--- src/design/assert_macros.svh ---
// Assertion macros shared by the trajectory unit RTL.
// Depends on a clock named clk and a synchronous reset named rst in scope.
`ifndef ASSERT_MACROS_SVH
`define ASSERT_MACROS_SVH

// Checked on every rising edge outside reset.
`define TLT_ASSERT(lbl, prop, msg) \
  lbl: assert property (@(posedge clk) disable iff (rst) prop) \
    else $error(msg);

// Checked on every rising edge, reset included.
`define TLT_ASSERT_ALWAYS(lbl, prop, msg) \
  lbl: assert property (@(posedge clk) prop) \
    else $error(msg);

`endif

--- src/design/tlt_pkg.sv ---
// Shared types and constants of the trapezoid line trajectory unit.
// No dependencies; used by the interfaces, the divider and the top level.
package tlt_pkg;

  // Width of the long divider quotient and divisor.
  localparam int unsigned DIV_W = 64;
  localparam int unsigned DIV_CNT_W = $clog2(DIV_W);

  // Configuration register indexes.
  localparam int unsigned CFG_IDX_W = 3;
  localparam logic [CFG_IDX_W-1:0] REG_START_X  = 3'd0;
  localparam logic [CFG_IDX_W-1:0] REG_START_Y  = 3'd1;
  localparam logic [CFG_IDX_W-1:0] REG_END_X    = 3'd2;
  localparam logic [CFG_IDX_W-1:0] REG_END_Y    = 3'd3;
  localparam logic [CFG_IDX_W-1:0] REG_MAX_SPD  = 3'd4;
  localparam logic [CFG_IDX_W-1:0] REG_RAMP     = 3'd5;
  localparam logic [CFG_IDX_W-1:0] REG_TICK_LEN = 3'd6;
  // Index with no register behind it; writes to it are ignored.
  localparam logic [CFG_IDX_W-1:0] REG_SPARE    = 3'd7;

  // Largest ramp share that is latched: one half in Q0.16.
  localparam logic [15:0] RAMP_CAP = 16'h8000;

  // Request to the shared divider: 128 bit dividend, 64 bit divisor.
  typedef struct packed {
    logic             start;
    logic [DIV_W-1:0] num_hi;
    logic [DIV_W-1:0] num_lo;
    logic [DIV_W-1:0] den;
  } div_req_t;

  // Divider status and saturated quotient.
  typedef struct packed {
    logic             busy;
    logic             done;
    logic [DIV_W-1:0] quo;
  } div_rsp_t;

endpackage

--- src/design/tlt_div.sv ---
// Restoring divider, one quotient bit per cycle, 128 by 64 bit, saturating.
// Depends on tlt_pkg for the request and response structs.
module tlt_div import tlt_pkg::*; (
  input  logic     clk,
  input  logic     rst,
  input  div_req_t req,
  output div_rsp_t rsp
);

  logic                 busy;
  logic                 done;
  logic [DIV_W-1:0]     rem;
  logic [DIV_W-1:0]     lo;
  logic [DIV_W-1:0]     den;
  logic [DIV_W-1:0]     quo;
  logic [DIV_CNT_W-1:0] cnt;

  // One restoring step: shift in the next dividend bit and try the divisor.
  logic             carry;
  logic [DIV_W-1:0] shifted;
  logic             take;
  logic [DIV_W-1:0] diff;

  assign carry   = rem[DIV_W-1];
  assign shifted = {rem[DIV_W-2:0], lo[DIV_W-1]};
  assign take    = carry || (shifted >= den);
  assign diff    = shifted - den;

  always_ff @(posedge clk) begin
    if (rst) begin
      busy <= 1'b0;
      done <= 1'b0;
    end else begin
      if (req.start) begin
        // A zero divisor or a quotient beyond 64 bits saturates at once.
        if ((req.den == '0) || (req.num_hi >= req.den)) begin
          quo  <= '1;
          done <= 1'b1;
        end else begin
          rem  <= req.num_hi;
          lo   <= req.num_lo;
          den  <= req.den;
          quo  <= '0;
          cnt  <= '0;
          busy <= 1'b1;
          done <= 1'b0;
        end
      end else if (busy) begin
        rem <= take ? diff : shifted;
        lo  <= {lo[DIV_W-2:0], 1'b0};
        quo <= {quo[DIV_W-2:0], take};
        cnt <= cnt + 1'b1;
        if (cnt == DIV_CNT_W'(DIV_W - 1)) begin
          busy <= 1'b0;
          done <= 1'b1;
        end else begin
          done <= 1'b0;
        end
      end else begin
        done <= 1'b0;
      end
    end
  end

  assign rsp = '{busy: busy, done: done, quo: quo};

endmodule

--- config.mk ---
export PLATFORM = sky130hd
export DESIGN_NAME = tlt_div
export DESIGN_NICKNAME = d
export VERILOG_FILES = /design/src/design/assert_macros.svh /design/src/design/tlt_pkg.sv /design/src/design/tlt_div.sv
export SDC_FILE = /design/constraint.sdc
export NUM_CORES = 1
export LEC_CHECK = 0
export BUFFER_PORTS_ARGS = -buffer_cell sky130_fd_sc_hd__buf_2
export CAP_MARGIN = 10
export CORE_MARGIN = 2
export CORE_UTILIZATION = 30
export DETAILED_ROUTE_END_ITERATION = 8
export GPL_ROUTABILITY_DRIVEN = 1
export GPL_TIMING_DRIVEN = 0
export PLACE_DENSITY = 0.5
export SLEW_MARGIN = 15
export SYNTH_ARGS = -nofsm -noshare
export SYNTH_HDL_FRONTEND = slang
export SYNTH_SLANG_ARGS = --single-unit
--- constraint.sdc ---
create_clock -name clk -period 12.3 [get_ports clk]
set_clock_uncertainty 0.05 [all_clocks]
set_input_delay 1.23 -clock clk [delete_from_list [all_inputs] [get_ports clk]]
set_output_delay 1.23 -clock clk [all_outputs]
set_load 0.05 [all_outputs]
==> impl_metrics.csv, run 1 <==
group,metric,value,unit
clocking,cts_root_buffer,"clkbuf_16",
placement,gp_congestion,0.866,
critical_path,required,12.51,ns
synth,synth_common_cells,"262 x edfxtp_1, 186 x nor2_1, 148 x inv_1",
pwr,intPower,1.93,mW
critical_path,crit_family,"compound AO/OA/AOI/OAI gates",
synth,syn_avg_cell_area,10.4,um^2
critical_path,reg2reg_slack,7.98,ns
detailed_routing,antenna_left,0,
timing,final-setup-viol-count,0,
finish,fill_cells,5553,
timing,layout_worst_path_cycle_share,41.7,%
detailed_routing,vias_per_cell,5.08,
detailed_routing,drc,0,
synth,synth_edf_count,262,
global_routing,gr-total-overflow,0,
global_routing,grtUsageTotal,19.4,%
placement,io_buffer_count,259,
synth,synth-seq-area-share,47.8,%
synth,yosysMostFrequentCell,"edfxtp_1",
synth,syn_area,16600,um^2
detailed_routing,drt_first_pass_iters,5,
timing,hold_viol_final,0,
pwr,comb_power_share,26.6,%
synth,yosysTopAreaCell,"edfxtp_1",
pwr,p_sw,0.916,mW
clocking,cts_setup_buffers,0,
finish,drive_gt1_share,24.0,%
synth,yosys_warnings,0,
critical_path,critPathKind,"in2reg",
synth,synthArstFlopShare,0,%
detailed_routing,top_layer_used,"met5",
critical_path,cp_cell_sequence,"buf_2 > inv_1 > ha_1 > a21o_1 > a21o_1 > a21oi_1 > nor3_1 > a211oi_1 > o21ai_0 > a221oi_1 > o21ai_1 > a31o_2 > nor3_2 > buf_4 > buf_4 > buf_6",
hold_path,hp-class,"reg2reg",
clocking,cts_hold_buffers,0,
pwr,p_leak,8.41,nW
timing,worstMarginPinSlew,1.11,ns
pwr,p_clk_share,34.0,%
floorplan,dieArea,57100,um^2
clocking,ctsHtreeMaxLevel,2,
detailed_routing,met1Wirelength,23.6,mm
floorplan,start_util,30.2,%
clocking,numCtsBuffers,34,
pwr,power_switching_share,32.2,%
finish,area_delta_synth_final,21.3,%
critical_path,crit_path_max_fanout,11,
floorplan,die_h,239,um
clocking,cts_tree,"done",
timing,grt_setup_unrepaired,"false",
timing,timing.final.max_slew_violations,0,
finish,fin_cells,2639,
clocking,post_cts_resized,0,
synth,synth_top_flop_cell,"edfxtp_1",
floorplan,fp-row-count,86,
placement,dp_hpwl,43.0,mm
floorplan,ios,261,
critical_path,critical_path.max_stage_delay,0.65,ns
timing,timing.slew.headroom,25.8,%
timing,max_freq,0.195,GHz
global_routing,grt_max_degree,65,
detailed_routing,post_drt_wl_per_cell,21.0,um
synth,synthesis.instances,1597,
timing,layout_min_cycle_time,5.13,ns
finish,final_nets,2232,
status,status,"completed",
pwr,p_seq_share,39.3,%
placement,dp.cells,2575,
synth,ys_types,83,
timing,whs,0.448,ns
clocking,cts_buffer_depth,3,
synth,syn_nets,1922,
detailed_routing,wl_met2,25.4,mm
synth,synth-seq-cells,264,
global_routing,antenna_found_initial,15,
synth,yosys.area.top_type_share,47.5,%
detailed_routing,wl,55.4,mm
clocking,clk_pin_slew,0.06,ns
global_routing,grt_pass1_vias,13695,
detailed_routing,drt-initial-drc-count,797,
critical_path,worst-path-buf-inv,5,
pwr,ir_drop,0.0000835,V
floorplan,die_x,239,um
detailed_routing,vias,13394,
floorplan,coreArea,54800,um^2
clocking,numClockSinks,264,
flow_run,drv_cap,0,
critical_path,crit_path_start_kind,"primary input",
detailed_routing,wl_met3,4.31,mm
critical_path,crit_arrival,5.33,ns
pwr,p_per_area,142,nW/um^2
critical_path,worst_path_max_delay_cell,"nor3_2",
synth,ys_top_cells_by_area,"edfxtp_1 48%, ha_1 9.8%, mux2_2 5.8%",
clocking,clock_latency,0.55,ns
critical_path,critPathCaptureType,"flip-flop",
global_routing,grt_pass1_wl,82.7,mm
[per-stage QoR]
step	worst slack, ns	TNS, ns	power [mW]	instance area [um^2]	utilization, %
2_1_floorplan	1.96	0	1.65	16600	-
3_3_place_gp	-3.14	-422.93	1.89	18700	34.2
3_5_place_dp	6.51	0	1.89	19000	34.7
4_1_cts	7.10	0	2.88	20100	36.6
5_1_grt	6.92	0	2.99	20100	36.6
6_report	7.17	0	2.84	20100	36.7
[path summary, 6_finish.rpt]
check             to  cells after the start  startpoint
max reg2reg  rem[33]                     12     rem[52]
max          den[31]                     16     req[21]
min             busy                      2        busy
min reg2reg     busy                      2        busy
[registers in the layout (all words and copies together) (netlist names)]
signal and cells:
den 64, lo 64, quo 64, rem 64, cnt 6, busy 1, done 1
[cell families after synthesis]
group                    after synthesis  share of synthesized area [%]
XOR/XNOR                              59                           3.12
AO/OA/AOI/OAI                        399                           15.7
flip-flops                           264                           47.8
adder cells (fa/ha/maj)              130                           9.87
buffers and inverters                217                           5.28
multiplexers                          91                           6.15
AND/OR/NAND/NOR                      437                           12.1
[area by class of cell]
| class | instances | area (um^2) | area share, % |
|---|---|---|---|
| Antenna cell | 4 | 10.0 | 0.0499 |
| Clock inverter | 20 | 173 | 0.860 |
| Timing Repair Buffer | 274 | 1570 | 7.83 |
| Inverter | 149 | 562 | 2.80 |
| Sequential cell | 264 | 7910 | 39.4 |
| Tap cell | 704 | 881 | 4.39 |
| Buffer | 68 | 315 | 1.57 |
| Clock buffer | 40 | 873 | 4.35 |
| Multi-Input combinational cell | 1116 | 7780 | 38.8 |
[per-layer routing]
metal	up-vias	GRT usage, %
met5	-	0
li1	6428	-
met2	376	31.7
met4	22	7.12
met1	6450	24.3
met3	118	5.36
[layout by cell type, fill, tap and decap left out, types with 11 or more instances in the layout]
cell and count:
a211oi_1 12, a21o_1 55, a21oi_1 121, buf_2 276, clkbuf_1 48, clkbuf_16 34
edfxtp_1 262, ha_1 129, inv_1 147, mux2_2 85, nand2_1 109, nand2b_1 11
nand3_1 11, nand4_1 34, nor2_1 186, nor2b_1 16, nor3_1 14, nor4_1 18
o21a_1 27, o21ai_0 79, o21bai_1 17, xnor2_1 34, xor2_1 25
[power groups by stage]
stage / combinational [mW] / clock, mW / sequential (mW)
floorplan: 0.462 / 0 / 1.19
global placement: 0.732 / 0 / 1.15
detailed placement: 0.757 / 0 / 1.14
CTS: 0.760 / 0.996 / 1.12
global route: 0.835 / 1.03 / 1.13
finish: 0.758 / 0.968 / 1.12
[worst register-to-register path, cell delays in order, from the launching register on]
cell and delay, ns:
edfxtp_1 0.40, ha_1 0.30, clkbuf_1 0.21, a21oi_1 0.21, o21ai_0 0.15, nor3_1 0.33
a211oi_1 0.20, a2111oi_0 0.68, nand2_1 0.14, a31oi_2 0.28, clkbuf_1 0.57, o21ai_0 0.24
mux2_2 0.30
Note: power is estimated with default switching activity, not from simulation.
==> run 2: changes to the inputs <==
--- a/config.mk
+++ b/config.mk
@@ -5,6 +5,7 @@
 export SDC_FILE = /design/constraint.sdc
 export NUM_CORES = 1
 export LEC_CHECK = 0
+export ABC_AREA = 1
 export BUFFER_PORTS_ARGS = -buffer_cell sky130_fd_sc_hd__buf_2
 export CAP_MARGIN = 10
 export CORE_MARGIN = 2
@@ -12,7 +13,7 @@
 export DETAILED_ROUTE_END_ITERATION = 8
 export GPL_ROUTABILITY_DRIVEN = 1
 export GPL_TIMING_DRIVEN = 0
-export PLACE_DENSITY = 0.5
+export PLACE_DENSITY = 0.49
 export SLEW_MARGIN = 15
 export SYNTH_ARGS = -nofsm -noshare
 export SYNTH_HDL_FRONTEND = slang
==> constraint.sdc (replaced) <==
create_clock -name clk -period 5.05 [get_ports clk]
set_clock_uncertainty 0.05 [all_clocks]
set_input_delay 0.505 -clock clk [delete_from_list [all_inputs] [get_ports clk]]
set_output_delay 0.505 -clock clk [all_outputs]
set_load 0.05 [all_outputs]
==> impl_metrics.csv, run 2 <==
group,metric,value,unit
global_routing,grtUsageTotal,19.7,%
synth,synthesis.instances,2546,
synth,syn_avg_cell_area,7.36,um^2
timing,grt_setup_unrepaired,"false",
timing,whs,0.0523,ns
critical_path,cp_cell_sequence,"buf_2 > inv_1 > ha_1 > nand2_1 > inv_1 > nor2_1 > o21a_1 > nand2_1 > a21oi_1 > nand2_1 > nand2_1 > nand4_1 > a21boi_4 > buf_16 > buf_16 > buf_16 > buf_16",
finish,fin_util,36.4,%
critical_path,crit_path_start_kind,"primary input",
global_routing,grt_pass1_wl,97.1,mm
clocking,ctsHtreeMaxLevel,1,
synth,synthAdderAreaFrac,8.72,%
synth,synth_edf_count,262,
critical_path,required,5.29,ns
pwr,finalPower,7.07,mW
clocking,cts_hold_buffers,0,
critical_path,critical_path.max_stage_delay,0.51,ns
synth,synth_common_cells,"1068 x nand2_1, 403 x inv_1, 262 x edfxtp_1",
floorplan,dieArea,64500,um^2
critical_path,crit_family,"compound AO/OA/AOI/OAI gates",
hold_path,hp-class,"in2reg",
synth,yosysTopAreaCell,"edfxtp_1",
critical_path,critPathCaptureType,"flip-flop",
detailed_routing,vias_per_cell,4.58,
critical_path,critPathLaunch,"req[31]",
clocking,clk_pin_slew,0.06,ns
critical_path,critPathKind,"in2reg",
placement,place_ws,0.841,ns
timing,timing.final.max_slew_violations,0,
global_routing,grt_max_degree,26,
clocking,cts_root_buffer,"clkbuf_16",
finish,final_nets,3176,
synth,synth_compound_area_share,4.83,%
global_routing,grt_pass1_vias,17181,
pwr,ir_drop,0.000241,V
critical_path,worst-path-buf-inv,7,
placement,dp.cells,3655,
detailed_routing,wl,64.4,mm
clocking,numCtsBuffers,31,
timing,final-setup-viol-count,0,
detailed_routing,post_drt_wl_per_cell,17.3,um
finish,mostFrequentLayoutCell,"nand2_1",
synth,yosys.area_share.simple,32.7,%
synth,synth_top_family_by_area,"simple AND/OR/NAND/NOR gates",
synth,synth-xor-area-share,1.45,%
synth,syn_area,18700,um^2
critical_path,crit_arrival,3.81,ns
timing,layout_worst_path_cycle_share,70.7,%
floorplan,ios,261,
global_routing,antenna_found_initial,24,
finish,area_delta_synth_final,19.8,%
timing,worstMarginPinSlew,1.10,ns
timing,hold_viol_final,0,
floorplan,fp-row-count,91,
placement,gp_congestion,0.925,
clocking,post_cts_resized,0,
clocking,clock_latency,0.59,ns
timing,layout_min_cycle_time,3.57,ns
synth,synth-seq-area-share,42.2,%
synth,syn_nets,2871,
detailed_routing,vias,17060,
synth,ys_types,38,
detailed_routing,drt_first_pass_iters,5,
floorplan,die_h,254,um
status,status,"completed",
floorplan,start_util,30.4,%
synth,yosys_warnings,0,
timing,timing.slew.headroom,26.4,%
clocking,numClockSinks,264,
synth,ys_top_cells_by_area,"edfxtp_1 42%, nand2_1 21%, ha_1 8.6%",
hold_path,holdCritStartpoint,"req[14]",
finish,drive_gt1_share,13.6,%
synth,synth-seq-cells,264,
detailed_routing,drc,0,
critical_path,crit_path_max_fanout,19,
flow_run,drv_cap,0,
pwr,p_leak,11.3,nW
synth,yosys.area.top_type_share,42.0,%
placement,io_buffer_count,259,
finish,fin_cells,3721,
detailed_routing,antenna_left,0,
clocking,cts_tree,"done",
finish,final_cell_mix,"1068 x nand2_1, 403 x inv_1, 272 x buf_2",
detailed_routing,drt-initial-drc-count,983,
placement,dp_hpwl,54.0,mm
synth,synthArstFlopShare,0,%
synth,synth_top_flop_cell,"edfxtp_1",
floorplan,die_x,254,um
pwr,p_per_area,315,nW/um^2
timing,final.setup.worst_slack,1.48,ns
global_routing,gr-total-overflow,0,
timing,max_freq,0.280,GHz
clocking,cts_setup_buffers,0,
clocking,cts_buffer_depth,3,
floorplan,coreArea,61700,um^2
synth,synth_mux_area_share,0,%
critical_path,worst_path_max_delay_cell,"a21boi_4",
critical_path,reg2reg_slack,1.93,ns
critical_path,r2r_start,"lo[63]",
synth,yosysMostFrequentCell,"nand2_1",
[run 2: cell count changes in the layout (fill, tap and decap cells not counted), moves of 53 or more]
| cell | delta |
|---|---|
| a21o_1 | -53 |
| nand3_1 | +112 |
| nand2_1 | +959 |
| mux2_2 | -85 |
| nand3b_1 | +54 |
| inv_1 | +256 |
[run 2: cell families (layout without fill, tap and decap cells)]
group           count (synthesis)  after routing
fa+ha+maj                     130            130
flops                         264            264
simple gates                 1472           1472
other cells                     0             11
compound gates                169            169
buf+inv                       480            807
xor+xnor                       31             31
[run 2: final timing paths]
path              depth (start not counted)  endpoint
hold reg to reg                           2    lo[52]
hold / removal                            1   den[14]
setup reg to reg                         18   rem[36]
setup / recovery                         17   rem[11]
[run 2: per-layer routing]
layer  vias to the layer above  part of all wire (%)  GRT usage, %
met5                         -                  0.22             0
met4                        24                   2.6          5.09
met3                       102                   4.9          3.13
met2                       374                    47          33.9
met1                      7871                    45          25.7
li1                       8689                     -             -
[run 2: stage by stage]
| stage | instance area [um^2] | setup TNS (ns) |
|---|---|---|
| detailed placement | 21500 | 0 |
| global placement | 21100 | -1911.38 |
| CTS | 22400 | 0 |
| finish | 22500 | 0 |
| floorplan | 18800 | -996.47 |
| global route | 22400 | 0 |
[run 2: area by class of cell]
| type | count | area, um^2 |
|---|---|---|
| Clock inverter | 15 | 156 |
| Inverter | 417 | 1570 |
| Tap cell | 837 | 1050 |
| Timing Repair Buffer | 272 | 1600 |
| Antenna cell | 11 | 27.5 |
| Sequential cell | 264 | 7910 |
| Multi-Input combinational cell | 1802 | 8970 |
| Fill cell | 6739 | 39300 |
| Buffer | 63 | 357 |
| Clock buffer | 40 | 810 |
[run 2: power breakdown]
group          internal [mW]  total, mW  switching, mW
clock network           1.28       2.21          0.935
logic                  0.692       2.13           1.44
registers               2.65       2.73         0.0733
==> run 3: changes to the inputs <==
--- a/config.mk
+++ b/config.mk
@@ -5,7 +5,7 @@
 export SDC_FILE = /design/constraint.sdc
 export NUM_CORES = 1
 export LEC_CHECK = 0
-export ABC_AREA = 1
+export ABC_AREA = 0
 export BUFFER_PORTS_ARGS = -buffer_cell sky130_fd_sc_hd__buf_2
 export CAP_MARGIN = 10
 export CORE_MARGIN = 2
@@ -13,7 +13,7 @@
 export DETAILED_ROUTE_END_ITERATION = 8
 export GPL_ROUTABILITY_DRIVEN = 1
 export GPL_TIMING_DRIVEN = 0
-export PLACE_DENSITY = 0.49
+export PLACE_DENSITY = 0.51
 export SLEW_MARGIN = 15
 export SYNTH_ARGS = -nofsm -noshare
 export SYNTH_HDL_FRONTEND = slang
==> constraint.sdc (replaced) <==
create_clock -name clk -period 3.1 [get_ports clk]
set_clock_uncertainty 0.05 [all_clocks]
set_input_delay 0.31 -clock clk [delete_from_list [all_inputs] [get_ports clk]]
set_output_delay 0.31 -clock clk [all_outputs]
set_load 0.05 [all_outputs]
==> impl_metrics.csv, run 3 (synthesis results as in run 1) <==
group,metric,value,unit
status,violations,"negative setup slack",
detailed_routing,drc,0,
detailed_routing,drt-initial-drc-count,765,
clocking,clock_latency,0.56,ns
detailed_routing,post_drt_wl_per_cell,21.0,um
timing,grt_setup_unrepaired,"true",
clocking,cts_buffer_depth,3,
timing,final.setup.worst_slack,-0.384,ns
timing,worstMarginPinSlew,1.18,ns
hold_path,hp-class,"in2reg",
detailed_routing,drt_first_pass_iters,5,
global_routing,antenna_found_initial,12,
pwr,ir_drop,0.000472,V
timing,layout_min_cycle_time,3.48,ns
clocking,clk_pin_slew,0.06,ns
critical_path,crit_path_max_fanout,5,
pwr,finalPower,12.4,mW
critical_path,r2r_start,"lo[63]",
placement,place_ws,-1.17,ns
pwr,intPower,8.36,mW
floorplan,die_x,239,um
finish,mostFrequentLayoutCell,"buf_2",
finish,final_cell_mix,"264 x buf_2, 262 x edfxtp_1, 173 x nor2_1",
floorplan,die_h,239,um
timing,max_freq,0.287,GHz
hold_path,holdCritStartpoint,"req[82]",
pwr,p_clk_share,31.4,%
finish,drive_gt1_share,33.6,%
floorplan,fp-row-count,86,
floorplan,ios,261,
finish,final_nets,2405,
critical_path,critPathKind,"reg2reg",
critical_path,crit_path_start_kind,"flip-flop",
detailed_routing,wl,58.9,mm
timing,timing.slew.headroom,21.2,%
clocking,ctsHtreeMaxLevel,2,
placement,gp_congestion,0.892,
timing,tns,-18.31,ns
critical_path,crit_arrival,3.73,ns
flow_run,drv_cap,0,
critical_path,required,3.35,ns
global_routing,grtUsageTotal,19.9,%
floorplan,dieArea,57100,um^2
hold_path,hold_depth,2,
pwr,p_leak,9.66,nW
pwr,power_switching_share,32.3,%
detailed_routing,vias_per_cell,5.08,
pwr,comb_power_share,32.6,%
timing,layout_worst_path_cycle_share,112,%
timing,final-setup-viol-count,65,
clocking,cts_root_buffer,"clkbuf_16",
pwr,p_seq_share,36.1,%
detailed_routing,antenna_left,0,
clocking,numClockSinks,264,
critical_path,critPathCaptureType,"flip-flop",
finish,area_delta_synth_final,41.7,%
floorplan,coreArea,54800,um^2
pwr,p_sw,4.00,mW
finish,fin_util,42.8,%
placement,io_buffer_count,259,
detailed_routing,vias,14264,
pwr,p_per_area,527,nW/um^2
global_routing,grt_max_degree,65,
critical_path,reg2reg_depth,16,
status,status,"finished, violations left",
floorplan,start_util,30.2,%
clocking,cts_tree,"done",
critical_path,r2r_end,"rem[62]",
global_routing,grt_pass1_vias,14494,
timing,whs,0.0270,ns
clocking,numCtsBuffers,35,
placement,dp_hpwl,42.4,mm
critical_path,reg2reg_slack,-0.38,ns
hold_path,min_to,"lo[18]",
global_routing,grt_pass1_wl,86.0,mm
global_routing,gr-total-overflow,0,
timing,timing.final.max_slew_violations,0,
timing,hold_viol_final,0,
-- run 3: layer usage --
| metal | vias to the layer above | part of all wire [%] | GRT usage, % |
|---|---|---|---|
| met5 | - | 0.23 | 0 |
| met4 | 22 | 3.2 | 6.76 |
| met3 | 121 | 7.3 | 5.73 |
| met2 | 436 | 47 | 33.4 |
| met1 | 6901 | 42 | 24.5 |
| li1 | 6784 | - | - |
-- run 3: final cells by class --
type / instances / area, um^2
Buffer: 55 / 424
Fill cell: 5281 / 31300
Timing Repair Buffer: 459 / 3620
Multi-Input combinational cell: 1116 / 8990
Tap cell: 704 / 881
Antenna cell: 2 / 5.00
Clock buffer: 46 / 917
Inverter: 149 / 569
Clock inverter: 14 / 139
Sequential cell: 264 / 7910
-- run 3: worst max-delay path, stage by stage (launching register included) --
cell	delay [ns]
edfxtp_1	0.38
inv_2	0.08
ha_4	0.17
fa_2	0.36
nor2b_4	0.13
o31a_1	0.23
o22ai_4	0.11
o211ai_4	0.22
nor2_2	0.08
o21ai_4	0.15
a41o_1	0.20
a31oi_4	0.12
buf_6	0.18
buf_6	0.13
or2_4	0.27
o311ai_2	0.26
a21boi_2	0.08
-- run 3: per-stage QoR --
stage | instances | cell area [um^2]
floorplan | 1597 | 16600
global placement | 2560 | 18800
detailed placement | 2571 | 19100
CTS | 2782 | 22300
global route | 2808 | 23500
finish | 2809 | 23500
-- run 3: what timing repair did --
| action | 4_1_cts | 5_1_grt |
|---|---|---|
| setup endpoints to repair | 325 | 294 |
| hold buffers | 122 | 1 |
| gates cloned | 5 | 8 |
| pin swaps | 48 | 93 |
| endpoints found under the hold margin | 122 | 1 |
| setup buffers | 29 | 27 |
| resized for setup | 182 | 193 |
-- run 3: how the worst max path moves through the flow --
| stage | from | to | slack (ns) | cells after the start |
|---|---|---|---|---|
| final | lo[63] | rem[62] | -0.38 | 16 |
| after global routing | rem[48] | rem[62] | -0.47 | 14 |
| after CTS | lo[63] | rem[61] | -0.40 | 17 |
| after detailed placement | req[21] | lo[8] | -1.17 | 16 |
| after global placement | req[21] | lo[8] | -3.86 | 13 |
| after floorplan | req[161] | cnt[0] | -1.63 | 11 |
-- run 3: power by group through the flow --
stage	registers, mW	logic [mW]	clock network (mW)
after floorplan	4.70	1.85	0
after global placement	4.53	2.91	0
after detailed placement	4.50	3.01	0
after CTS	4.45	3.56	4.00
after global routing	4.49	4.34	4.09
final	4.46	4.02	3.88
